--- src/sv/rlq_pkg.sv ---
// Shared types, codes and the level selection function for the run queue core.
// Used by rlq_link_table and three_level_linked_run_queue_core; no dependencies.
package rlq_pkg;

   // Operation codes carried on req_kind.
   typedef enum logic [2:0] {
      KIND_ENQUEUE = 3'd0,
      KIND_DEQUEUE = 3'd1,
      KIND_REMOVE  = 3'd2,
      KIND_ADJUST  = 3'd3,
      KIND_BOOST   = 3'd4
   } kind_type;

   // Result status codes.
   localparam logic [1:0] STATUS_DONE    = 2'd0;
   localparam logic [1:0] STATUS_REFUSED = 2'd1;
   localparam logic [1:0] STATUS_EMPTY   = 2'd2;

   // Configuration register indexes.
   localparam logic [1:0] CSR_UPPER_BOUND  = 2'd0;
   localparam logic [1:0] CSR_MIDDLE_BOUND = 2'd1;

   // Nice range and bound reset values.
   localparam logic signed [7:0] NICE_MAX = 8'sd19;
   localparam logic signed [7:0] NICE_MIN = -8'sd20;
   localparam logic signed [5:0] UPPER_BOUND_RESET  = -6'sd10;
   localparam logic signed [5:0] MIDDLE_BOUND_RESET = 6'sd10;

   // Level codes.
   localparam logic [1:0] LEVEL_LOW  = 2'd0;
   localparam logic [1:0] LEVEL_MID  = 2'd1;
   localparam logic [1:0] LEVEL_HIGH = 2'd2;

   // Sequencer states.
   typedef enum logic [2:0] {
      ST_IDLE,
      ST_READ,
      ST_ACT,
      ST_INS_A,
      ST_INS_B,
      ST_BCHK
   } state_type;

   // Level that a nice value belongs to under the current bounds.
   function automatic logic [1:0] proper_level(input logic signed [5:0] nice,
                                                input logic signed [5:0] upper,
                                                input logic signed [5:0] middle);
      logic [1:0] lv;
      if (nice <= upper) begin
         lv = LEVEL_HIGH;
      end else if (nice <= middle) begin
         lv = LEVEL_MID;
      end else begin
         lv = LEVEL_LOW;
      end
      return lv;
   endfunction

endpackage

--- src/sv/rlq_link_table.sv ---
// Next and previous link storage for the entries plus the head and tail sentinels.
// Depends on rlq_pkg; entry links live in memories, sentinel links in flip-flops.
module rlq_link_table
   import rlq_pkg::*;
#(
   parameter int NUM_ENTRIES = 64
) (
   input  logic                                          clock,
   input  logic                                          reset,
   input  logic [$clog2(NUM_ENTRIES)-1:0]                rd_addr,
   output logic [$clog2(NUM_ENTRIES+6)-1:0]              rd_next,
   output logic [$clog2(NUM_ENTRIES+6)-1:0]              rd_prev,
   input  logic                                          next_we,
   input  logic [$clog2(NUM_ENTRIES+6)-1:0]              next_waddr,
   input  logic [$clog2(NUM_ENTRIES+6)-1:0]              next_wdata,
   input  logic                                          prev_we,
   input  logic [$clog2(NUM_ENTRIES+6)-1:0]              prev_waddr,
   input  logic [$clog2(NUM_ENTRIES+6)-1:0]              prev_wdata,
   output logic [2:0][$clog2(NUM_ENTRIES+6)-1:0]         head_next,
   output logic [2:0][$clog2(NUM_ENTRIES+6)-1:0]         tail_prev
);

   localparam int EW = $clog2(NUM_ENTRIES);
   localparam int SW = $clog2(NUM_ENTRIES + 6);
   localparam logic [SW-1:0] BASE = SW'(NUM_ENTRIES);

   logic [SW-1:0] next_mem [NUM_ENTRIES];
   logic [SW-1:0] prev_mem [NUM_ENTRIES];
   logic [SW-1:0] rd_next_ff;
   logic [SW-1:0] rd_prev_ff;
   logic [2:0][SW-1:0] head_next_ff;
   logic [2:0][SW-1:0] tail_prev_ff;
   logic [SW-1:0] next_off;
   logic [SW-1:0] prev_off;
   logic [1:0]    next_sidx;
   logic [1:0]    prev_sidx;

   // Sentinel number of a slot at or above the entry range.
   assign next_off  = next_waddr - BASE;
   assign prev_off  = prev_waddr - BASE;
   assign next_sidx = next_off[2:1];
   assign prev_sidx = prev_off[2:1];

   // Entry link memories: one write and one registered read each.
   always_ff @(posedge clock) begin
      if (next_we && (next_waddr < BASE)) begin
         next_mem[next_waddr[EW-1:0]] <= next_wdata;
      end
      if (prev_we && (prev_waddr < BASE)) begin
         prev_mem[prev_waddr[EW-1:0]] <= prev_wdata;
      end
      rd_next_ff <= next_mem[rd_addr];
      rd_prev_ff <= prev_mem[rd_addr];
   end

   // Sentinel links: each head points to its own tail after reset.
   always_ff @(posedge clock) begin
      if (reset) begin
         for (int l = 0; l < 3; l++) begin
            head_next_ff[l] <= BASE + SW'(2 * l + 1);
            tail_prev_ff[l] <= BASE + SW'(2 * l);
         end
      end else begin
         if (next_we && (next_waddr >= BASE) && (next_sidx != 2'd3)) begin
            head_next_ff[next_sidx] <= next_wdata;
         end
         if (prev_we && (prev_waddr >= BASE) && (prev_sidx != 2'd3)) begin
            tail_prev_ff[prev_sidx] <= prev_wdata;
         end
      end
   end

   assign rd_next   = rd_next_ff;
   assign rd_prev   = rd_prev_ff;
   assign head_next = head_next_ff;
   assign tail_prev = tail_prev_ff;

endmodule

--- src/sv/three_level_linked_run_queue_core.sv ---
// Top level of the three level linked run queue core: sequencer and entry tables.
// Depends on rlq_pkg and rlq_link_table.
//
// Usage: an operation is transferred at a clock edge where start is high and busy
// is low; req_kind selects enqueue, dequeue, remove, adjust nice or boost, with
// req_entry and req_nice_delta as operands. Each operation gives one result,
// shown for one cycle with rsp_strobe high; the receiver cannot stall it.
// Remove, adjust nice and dequeue read the entry, then act; enqueue also links
// the entry in through the insert states unless refused. An out of range entry,
// an empty dequeue or an unknown kind is answered directly from idle. Boost walks
// the queues from low to high, reading each entry it visits (an entry moved up
// to a level not yet walked is visited again) and moving each one whose level no
// longer fits, one link table read and write pair per cycle in the sequencer.
// busy is high from a transfer that leaves idle until the strobe
// cycle, in which a new operation may already be transferred.
// The csr channel writes the two level bounds; it is always ready and is meant
// to be used only while the core is idle.
// Reset (synchronous) empties all queues, clears all nice values to zero and
// sets the bounds to -10 and 10.
module three_level_linked_run_queue_core
   import rlq_pkg::*;
#(
   parameter int NUM_ENTRIES = 64
) (
   input  logic              clock,
   input  logic              reset,
   input  logic              start,
   output logic              busy,
   input  logic [2:0]        req_kind,
   input  logic [5:0]        req_entry,
   input  logic signed [6:0] req_nice_delta,
   output logic              rsp_strobe,
   output logic [1:0]        rsp_status,
   output logic [5:0]        rsp_chosen_entry,
   output logic [1:0]        rsp_entry_level_out,
   output logic signed [5:0] rsp_nice_out,
   input  logic              csr_valid,
   output logic              csr_ready,
   input  logic [1:0]        csr_index,
   input  logic [5:0]        csr_wdata
);

   localparam int EW = $clog2(NUM_ENTRIES);
   localparam int SW = $clog2(NUM_ENTRIES + 6);
   localparam logic [SW-1:0] BASE = SW'(NUM_ENTRIES);

   state_type state_ff, state_in;
   logic [2:0]        kind_ff, kind_in;
   logic [5:0]        e_ff, e_in;
   logic signed [6:0] delta_ff, delta_in;
   logic [EW-1:0]     addr_ff, addr_in;
   logic [1:0]        lv_ff, lv_in;
   logic [1:0]        want_ff, want_in;
   logic [SW-1:0]     cur_ff, cur_in;
   logic [SW-1:0]     nxt_ff, nxt_in;
   logic [SW-1:0]     first_ff, first_in;
   logic signed [5:0] nice_ff, nice_in;

   logic signed [5:0] upper_ff, middle_ff;

   logic              rsp_strobe_ff, rsp_strobe_in;
   logic [1:0]        rsp_status_ff, rsp_status_in;
   logic [5:0]        rsp_chosen_ff, rsp_chosen_in;
   logic [1:0]        rsp_level_ff, rsp_level_in;
   logic signed [5:0] rsp_nice_ff, rsp_nice_in;

   // Entry tables.
   logic signed [5:0] nice_mem [NUM_ENTRIES];
   logic [1:0]        level_mem [NUM_ENTRIES];
   logic [NUM_ENTRIES-1:0] nice_vld_ff;
   logic [NUM_ENTRIES-1:0] queued_ff;
   logic signed [5:0] nice_rd_ff;
   logic              nice_vld_rd_ff;
   logic [1:0]        level_rd_ff;

   logic              nice_we;
   logic signed [5:0] nice_wdata;
   logic              level_we;
   logic              q_set, q_clr;

   // Link table ports.
   logic [SW-1:0]          rd_next, rd_prev;
   logic                   next_we, prev_we;
   logic [SW-1:0]          next_waddr, next_wdata, prev_waddr, prev_wdata;
   logic [2:0][SW-1:0]     head_next, tail_prev;

   // Combinational helpers.
   logic signed [5:0] nice_cur;
   logic [1:0]        want_cur;
   logic signed [7:0] nice_sum;
   logic signed [5:0] nice_sat;
   logic [SW-1:0]     e_slot;
   logic [SW-1:0]     a_slot;
   logic              e_range;

   rlq_link_table #(.NUM_ENTRIES(NUM_ENTRIES)) u_links (
      .clock      (clock),
      .reset      (reset),
      .rd_addr    (addr_ff),
      .rd_next    (rd_next),
      .rd_prev    (rd_prev),
      .next_we    (next_we),
      .next_waddr (next_waddr),
      .next_wdata (next_wdata),
      .prev_we    (prev_we),
      .prev_waddr (prev_waddr),
      .prev_wdata (prev_wdata),
      .head_next  (head_next),
      .tail_prev  (tail_prev)
   );

   // Configuration transfers are always taken.
   assign csr_ready = 1'b1;

   always_ff @(posedge clock) begin
      if (reset) begin
         upper_ff  <= UPPER_BOUND_RESET;
         middle_ff <= MIDDLE_BOUND_RESET;
      end else if (csr_valid) begin
         if (csr_index == CSR_UPPER_BOUND) begin
            upper_ff <= csr_wdata;
         end else if (csr_index == CSR_MIDDLE_BOUND) begin
            middle_ff <= csr_wdata;
         end
      end
   end

   // Nice and level memories with registered reads at the sequencer address.
   always_ff @(posedge clock) begin
      if (nice_we) begin
         nice_mem[addr_ff] <= nice_wdata;
      end
      if (level_we) begin
         level_mem[addr_ff] <= want_ff;
      end
      nice_rd_ff  <= nice_mem[addr_ff];
      level_rd_ff <= level_mem[addr_ff];
   end

   // Valid bits for nice values and queue membership bits.
   always_ff @(posedge clock) begin
      if (reset) begin
         nice_vld_ff    <= '0;
         queued_ff      <= '0;
         nice_vld_rd_ff <= 1'b0;
      end else begin
         nice_vld_rd_ff <= nice_vld_ff[addr_ff];
         if (nice_we) begin
            nice_vld_ff[addr_ff] <= 1'b1;
         end
         if (q_set) begin
            queued_ff[addr_ff] <= 1'b1;
         end else if (q_clr) begin
            queued_ff[addr_ff] <= 1'b0;
         end
      end
   end

   // Sequencer state and operand registers.
   always_ff @(posedge clock) begin
      if (reset) begin
         state_ff      <= ST_IDLE;
         rsp_strobe_ff <= 1'b0;
      end else begin
         state_ff      <= state_in;
         rsp_strobe_ff <= rsp_strobe_in;
      end
      kind_ff       <= kind_in;
      e_ff          <= e_in;
      delta_ff      <= delta_in;
      addr_ff       <= addr_in;
      lv_ff         <= lv_in;
      want_ff       <= want_in;
      cur_ff        <= cur_in;
      nxt_ff        <= nxt_in;
      first_ff      <= first_in;
      nice_ff       <= nice_in;
      rsp_status_ff <= rsp_status_in;
      rsp_chosen_ff <= rsp_chosen_in;
      rsp_level_ff  <= rsp_level_in;
      rsp_nice_ff   <= rsp_nice_in;
   end

   // Operand views: current nice, its level and the saturated adjustment.
   always_comb begin
      nice_cur = nice_vld_rd_ff ? nice_rd_ff : 6'sd0;
      want_cur = proper_level(nice_cur, upper_ff, middle_ff);
      nice_sum = 8'(nice_cur) + 8'(delta_ff);
      if (nice_sum > NICE_MAX) begin
         nice_sat = 6'(NICE_MAX);
      end else if (nice_sum < NICE_MIN) begin
         nice_sat = 6'(NICE_MIN);
      end else begin
         nice_sat = nice_sum[5:0];
      end
      e_slot  = SW'(e_ff);
      a_slot  = SW'(addr_ff);
      e_range = ({26'd0, req_entry} < 32'(NUM_ENTRIES));
   end

   // Next state, table writes and result.
   always_comb begin
      state_in   = state_ff;
      kind_in    = kind_ff;
      e_in       = e_ff;
      delta_in   = delta_ff;
      addr_in    = addr_ff;
      lv_in      = lv_ff;
      want_in    = want_ff;
      cur_in     = cur_ff;
      nxt_in     = nxt_ff;
      first_in   = first_ff;
      nice_in    = nice_ff;
      rsp_strobe_in = 1'b0;
      rsp_status_in = rsp_status_ff;
      rsp_chosen_in = rsp_chosen_ff;
      rsp_level_in  = rsp_level_ff;
      rsp_nice_in   = rsp_nice_ff;
      nice_we    = 1'b0;
      nice_wdata = nice_sat;
      level_we   = 1'b0;
      q_set      = 1'b0;
      q_clr      = 1'b0;
      next_we    = 1'b0;
      next_waddr = rd_prev;
      next_wdata = rd_next;
      prev_we    = 1'b0;
      prev_waddr = rd_next;
      prev_wdata = rd_prev;

      case (state_ff)
         ST_IDLE: begin
            if (start) begin
               kind_in  = req_kind;
               e_in     = req_entry;
               delta_in = req_nice_delta;
               addr_in  = EW'(req_entry);
               rsp_status_in = STATUS_DONE;
               rsp_chosen_in = 6'd0;
               rsp_level_in  = LEVEL_LOW;
               rsp_nice_in   = 6'sd0;
               case (req_kind)
                  KIND_ENQUEUE, KIND_REMOVE, KIND_ADJUST: begin
                     rsp_chosen_in = req_entry;
                     if (e_range) begin
                        state_in = ST_READ;
                     end else begin
                        rsp_strobe_in = 1'b1;
                        if (req_kind == KIND_ENQUEUE) begin
                           rsp_status_in = STATUS_REFUSED;
                        end
                     end
                  end
                  KIND_DEQUEUE: begin
                     // Highest level whose tail sentinel points back at an entry.
                     if (tail_prev[2] < BASE) begin
                        addr_in  = tail_prev[2][EW-1:0];
                        lv_in    = LEVEL_HIGH;
                        state_in = ST_READ;
                     end else if (tail_prev[1] < BASE) begin
                        addr_in  = tail_prev[1][EW-1:0];
                        lv_in    = LEVEL_MID;
                        state_in = ST_READ;
                     end else if (tail_prev[0] < BASE) begin
                        addr_in  = tail_prev[0][EW-1:0];
                        lv_in    = LEVEL_LOW;
                        state_in = ST_READ;
                     end else begin
                        rsp_strobe_in = 1'b1;
                        rsp_status_in = STATUS_EMPTY;
                     end
                  end
                  KIND_BOOST: begin
                     lv_in    = LEVEL_LOW;
                     cur_in   = head_next[0];
                     state_in = ST_BCHK;
                  end
                  default: begin
                     rsp_strobe_in = 1'b1;
                  end
               endcase
            end
         end

         ST_READ: begin
            state_in = ST_ACT;
         end

         ST_ACT: begin
            state_in = ST_IDLE;
            case (kind_ff)
               KIND_ENQUEUE: begin
                  want_in = want_cur;
                  nice_in = nice_cur;
                  if (head_next[want_cur] == e_slot) begin
                     rsp_strobe_in = 1'b1;
                     rsp_status_in = STATUS_REFUSED;
                     rsp_level_in  = want_cur;
                     rsp_nice_in   = nice_cur;
                  end else begin
                     if (queued_ff[addr_ff]) begin
                        next_we = 1'b1;
                        prev_we = 1'b1;
                     end
                     state_in = ST_INS_A;
                  end
               end
               KIND_REMOVE: begin
                  rsp_strobe_in = 1'b1;
                  rsp_nice_in   = nice_cur;
                  if (queued_ff[addr_ff]) begin
                     rsp_level_in = level_rd_ff;
                     next_we = 1'b1;
                     prev_we = 1'b1;
                     q_clr   = 1'b1;
                  end else begin
                     rsp_level_in = want_cur;
                  end
               end
               KIND_ADJUST: begin
                  nice_we       = 1'b1;
                  rsp_strobe_in = 1'b1;
                  rsp_nice_in   = nice_sat;
                  rsp_level_in  = proper_level(nice_sat, upper_ff, middle_ff);
               end
               KIND_DEQUEUE: begin
                  next_we = 1'b1;
                  prev_we = 1'b1;
                  q_clr   = 1'b1;
                  rsp_strobe_in = 1'b1;
                  rsp_chosen_in = 6'(addr_ff);
                  rsp_level_in  = lv_ff;
                  rsp_nice_in   = nice_cur;
               end
               default: begin
                  // Boost: move the entry if its level no longer fits.
                  nxt_in = rd_next;
                  if (want_cur != lv_ff) begin
                     want_in = want_cur;
                     next_we = 1'b1;
                     prev_we = 1'b1;
                     state_in = ST_INS_A;
                  end else begin
                     cur_in   = rd_next;
                     state_in = ST_BCHK;
                  end
               end
            endcase
         end

         ST_INS_A: begin
            // Entry links point at the old first entry and the head sentinel.
            first_in   = head_next[want_ff];
            next_we    = 1'b1;
            next_waddr = a_slot;
            next_wdata = head_next[want_ff];
            prev_we    = 1'b1;
            prev_waddr = a_slot;
            prev_wdata = BASE + SW'({want_ff, 1'b0});
            level_we   = 1'b1;
            q_set      = 1'b1;
            state_in   = ST_INS_B;
         end

         ST_INS_B: begin
            // Old first entry and the head sentinel point at the new entry.
            next_we    = 1'b1;
            next_waddr = BASE + SW'({want_ff, 1'b0});
            next_wdata = a_slot;
            prev_we    = 1'b1;
            prev_waddr = first_ff;
            prev_wdata = a_slot;
            if (kind_ff == KIND_BOOST) begin
               cur_in   = nxt_ff;
               state_in = ST_BCHK;
            end else begin
               state_in      = ST_IDLE;
               rsp_strobe_in = 1'b1;
               rsp_status_in = STATUS_DONE;
               rsp_level_in  = want_ff;
               rsp_nice_in   = nice_ff;
            end
         end

         ST_BCHK: begin
            // End of a queue moves the walk to the next level, or ends the boost after the high level.
            if ((cur_ff == BASE + SW'({lv_ff, 1'b1})) || (cur_ff >= BASE)) begin
               if (lv_ff == LEVEL_HIGH) begin
                  state_in      = ST_IDLE;
                  rsp_strobe_in = 1'b1;
               end else begin
                  lv_in  = lv_ff + 2'd1;
                  cur_in = head_next[lv_ff + 2'd1];
               end
            end else begin
               addr_in  = cur_ff[EW-1:0];
               state_in = ST_READ;
            end
         end

         default: begin
            state_in = ST_IDLE;
         end
      endcase
   end

   assign busy                = (state_ff != ST_IDLE);
   assign rsp_strobe          = rsp_strobe_ff;
   assign rsp_status          = rsp_status_ff;
   assign rsp_chosen_entry    = rsp_chosen_ff;
   assign rsp_entry_level_out = rsp_level_ff;
   assign rsp_nice_out        = rsp_nice_ff;

endmodule
--- config.mk ---
export PLATFORM = sky130hd
export DESIGN_NAME = three_level_linked_run_queue_core
export DESIGN_NICKNAME = d
export VERILOG_FILES = /design/src/sv/rlq_pkg.sv /design/src/sv/rlq_link_table.sv /design/src/sv/three_level_linked_run_queue_core.sv
export SDC_FILE = /design/constraint.sdc
export NUM_CORES = 2
export LEC_CHECK = 0
export BUFFER_PORTS_ARGS = -buffer_cell sky130_fd_sc_hd__buf_2
export CAP_MARGIN = 20
export CELL_PAD_IN_SITES_DETAIL_PLACEMENT = 1
export CELL_PAD_IN_SITES_GLOBAL_PLACEMENT = 1
export CORE_MARGIN = 1.5
export CORE_UTILIZATION = 46
export DETAILED_ROUTE_END_ITERATION = 10
export PLACE_DENSITY_LB_ADDON = 0.1
export RECOVER_POWER = 100
export SETUP_SLACK_MARGIN = 0.05
export SLEW_MARGIN = 20
export SYNTH_ARGS = -nofsm -noshare
export SYNTH_HDL_FRONTEND = slang
export SYNTH_SLANG_ARGS = --single-unit
--- constraint.sdc ---
create_clock -name clock -period 8.8 [get_ports clock]
set_input_delay 0.44 -clock clock [delete_from_list [all_inputs] [get_ports clock]]
set_output_delay 0.44 -clock clock [all_outputs]
set_load 0.02 [all_outputs]
==> results.md <==
* Critical Path RT at 9.45 ns
* WP depth at 8
* Power Density at 272 nW/um^2
* Worst vdd ir at 0.000213 V
* Hpwl dp at 122,000 um
* Crit end category: register
* Max Clk Rate at 137 MHz
* Initial antenna violation count at 5
* Largest net degree at the start of global routing at 119
* CTS tree: built
* Routed WL at 206,000 um
* Router iterations before antenna repair at 6
* Flop pwr share at 0.484
* Number of core rows at 138
* Max clock buf depth at 3
* DR DRC count at 0
* Share of power burned in the clock network at 0.366
* Vias at 42,025
* Flops & latches, synth at 1,686
* Setup tns final at 0 ns
* Clock transition at path regs at 0.06 ns
* Clock root buffer: clkbuf_16
* Top Ports at 47
* Vias in the first global route at 42,731
* Slowest cell delay on critical path at 2.00 ns
* Initial Utilization at 0.463
* CP Cell Sequence: clkbuf_1, nor2b_1, and2_0, clkbuf_2, a22oi_1, a31oi_1, nor4_1, a21oi_1
* Die height at 381 um
* Die area at 145,000 um^2
* # Post-CTS Setup Buffers at 0
* Lkg Pwr at 23.0 nW
* Port Buffer Count at 45
* CP delay by family, top: buffers and inverters
* Max-cap viol count at 24
* Drt wl/cell at 31.4 um
* Crit Path Max Fanout at 51
* Psw at 5.75 mW
* 1st-iter DRT viols at 4,281
* Unrepaired setup endpoints after global routing: no
* Clk sinks at 1,686
* Asr flop ratio synth at 0
* Mapped Area at 65,600 um^2
* Arrival time at the worst endpoint at 7.93 ns
* Tcrit/Tclk final at 0.828
* Avg Synthesized Cell Area at 14.7 um^2
* TritonCTS Buffers at 176
* Worst Hold Launch: reset
* Worst min path class: input pin to register
* Failing checks: capacitance limit, slew limit
* Slew Limit Fails at 1,401
* Fin crit period at 7.28 ns
* Die Wd at 381 um
* Synth Flop Type: edfxtp_1
* Max-slew headroom at -1.55
* Placer congestion estimate at 0.849
* Final #Nets at 4,547
* Worst hold stages at 2
* Synth warn at 0
* Resized cells post-CTS at 0
* Outcome: complete, but fails checks
* Tightest Pin Transition at 3.83 ns
* Clock Latency Late Sink at 0.82 ns
* Min Hold Slack at 0.0534 ns
* Layout cells sized above 1 at 0.0832
* Final setup vio count at 0
* Worst R2R End: nice_vld_rd_ff
* Register area share after synthesis at 0.740
* Total global routing overflow at 0
* Yosys cell types at 79
* Slowest-stage cell, CP: and2_0
* Power Internal at 14.3 mW
* WHS Endpoint: middle_ff[2]
* Crit path buf inv count at 2
* First-pass GRT wire length at 302,000 um
* Via/cell ratio at 6.42
* Worst reg-to-reg path cell count at 8
* Hold buffer count at cts at 23
* Clock skew at 0.0307 ns
* Worst r2r src: addr_ff[1]
* Total core area at 142,000 um^2
* Number of synthesized flops with an enable pin at 1,477
* H-Tree Depth at 4
* Cells after synthesis at 4,458
* Syn_nets at 4,504
* P&R area growth vs syn at 12.5%
* Final hold violation count at 0
* Final ANT Viol Nets at 0
* R2R setup slack at 1.52 ns
* Tot GR Track Use at 0.282
* Sw Ratio at 0.287
* Critical path class: register to register
* Logic pwr share at 0.150
* Nature of the critical path startpoint: register
-- power by group through the flow --
stage | clock network (mW) | registers [mW] | logic, mW
final | 7.35 | 9.70 | 3.01
after CTS | 7.46 | 9.63 | 3.09
after detailed placement | 0 | 9.80 | 3.08
after global placement | 0 | 9.79 | 3.03
after global routing | 7.73 | 9.72 | 3.17
after floorplan | 0 | 9.76 | 1.51
-- synth_stat cells (7+ instances only) --
library cell | count | area, um^2
ha_1 | 18 | 225
o22ai_1 | 9 | 56.3
nor2b_1 | 23 | 144
and3_1 | 18 | 113
nor4_1 | 54 | 338
edfxtp_1 | 1477 | 44400
a221o_1 | 16 | 160
a22o_1 | 151 | 1320
o31ai_1 | 69 | 518
a21o_1 | 7 | 52.6
nand2b_1 | 66 | 413
a22oi_1 | 475 | 3570
o21ai_0 | 47 | 235
nand3b_1 | 8 | 60.1
inv_1 | 58 | 218
buf_1 | 47 | 176
a21oi_1 | 149 | 746
a31oi_1 | 144 | 901
and2_1 | 10 | 62.6
xnor2_1 | 13 | 114
nor2_1 | 300 | 1130
a221oi_1 | 161 | 1410
nor3b_1 | 7 | 52.6
clkbuf_1 | 275 | 1030
nor3_1 | 154 | 771
nand4_1 | 49 | 307
nand2_1 | 131 | 492
mux2i_1 | 66 | 661
xor2_1 | 8 | 70.1
buf_2 | 20 | 100
a211oi_1 | 7 | 52.6
nand3_1 | 103 | 515
dfxtp_1 | 209 | 4180
a211o_1 | 8 | 70.1
-- kinds of logic after synthesis --
kind of cell    Yosys count  synth area share
compound gates         1307             0.148
flops                  1686             0.740
simple gates            944            0.0693
buf+inv                 403            0.0236
xor+xnor                 21           0.00280
mux                      77            0.0128
other cells               1         0.0000572
fa+ha+maj                19           0.00359
-- layer usage --
metal,share of wire,global-route usage,vias up
li1,-,-,18106
met4,0.028,0.0879,2
met2,0.48,0.454,1599
met5,0.000068,0,-
met3,0.062,0.0396,305
met1,0.43,0.397,22013
-- cell type report --
cell class | count | area, um^2
diodes | 7 | 17.5
clock buffers | 230 | 4720
clock inverters | 101 | 976
fillers | 13558 | 67800
inverters | 59 | 223
multi-input cells | 2369 | 15600
flip-flops and latches | 1686 | 48500
well taps | 1890 | 2360
repair buffers | 209 | 1310
-- state kept, by name, indices dropped and copies added (netlist names), 3 cells and up, named ones only --
register and cells:
e_ff 6, u_links.rd_prev 7, nice_rd_ff 6, level_mem 128
rsp_nice_out 6, cur_ff 7, u_links.tail_prev 21, addr_ff 6
u_links.prev_mem 448, state_ff 3, nice_mem 384, kind_ff 3
rsp_chosen_entry 6, u_links.next_mem 448, u_links.rd_next 7, nice_ff 6
nxt_ff 7, middle_ff 6, delta_ff 7, nice_vld_ff 64
upper_ff 6, first_ff 7, u_links.head_next 21
-- worst reg2reg max path: cells and delay by family (launching register included) --
family	cells	cell delay, ns
AO/OA/AOI/OAI	3	1.39
buffers and inverters	2	2.81
AND/OR/NAND/NOR	3	2.57
flip-flops	1	0.34
-- per-stage QoR --
stage	area, um^2	std cells	total power [mW]	setup WS (ns)	utilization
detailed placement	68400	6188	12.9	2.95	0.483
floorplan	65600	4458	11.3	2.43	-
global route	73800	6549	20.6	1.20	0.521
global placement	68300	6187	12.8	3.09	0.482
finish	73800	6551	20.1	1.52	0.521
CTS	74300	6542	20.2	2.94	0.525
-- cells in the final DEF, fill, tap and decap left out, types with 8 or more instances in the layout --
| cell | count |
|---|---|
| a21oi_1 | 148 |
| mux2i_1 | 66 |
| dlygate4sd3_1 | 23 |
| nor4_1 | 54 |
| nand3_1 | 101 |
| buf_2 | 15 |
| nand4_1 | 49 |
| dfxtp_1 | 209 |
| nor2_1 | 299 |
| a31oi_1 | 144 |
| o21ai_0 | 47 |
| xor2_1 | 8 |
| buf_12 | 9 |
| nand2b_1 | 64 |
| xnor2_1 | 13 |
| nor3_1 | 153 |
| clkbuf_16 | 177 |
| clkinv_8 | 8 |
| o22ai_1 | 8 |
| a221o_1 | 16 |
| nand2_1 | 127 |
| clkinv_1 | 37 |
| bufinv_16 | 13 |
| clkinv_2 | 32 |
| nand3b_1 | 8 |
| a22o_1 | 149 |
| edfxtp_1 | 1477 |
| buf_4 | 54 |
| a22oi_1 | 475 |
| a221oi_1 | 161 |
| clkbuf_1 | 148 |
| clkbuf_8 | 9 |
| o31ai_1 | 69 |
| inv_1 | 57 |
| nor2b_1 | 21 |
| and3_1 | 16 |
| ha_1 | 18 |
-- worst max path at each step --
stage	from	end
after global placement	nice_vld_rd_ff	rsp_entry_level_out[0]
after detailed placement	nice_vld_rd_ff	rsp_entry_level_out[0]
final	addr_ff[1]	nice_vld_rd_ff
after CTS	nice_vld_rd_ff	rsp_entry_level_out[0]
after floorplan	nice_vld_rd_ff	rsp_entry_level_out[0]
after global routing	nice_vld_rd_ff	nice_mem[33][0]
Power figures use the tool's default switching activity.
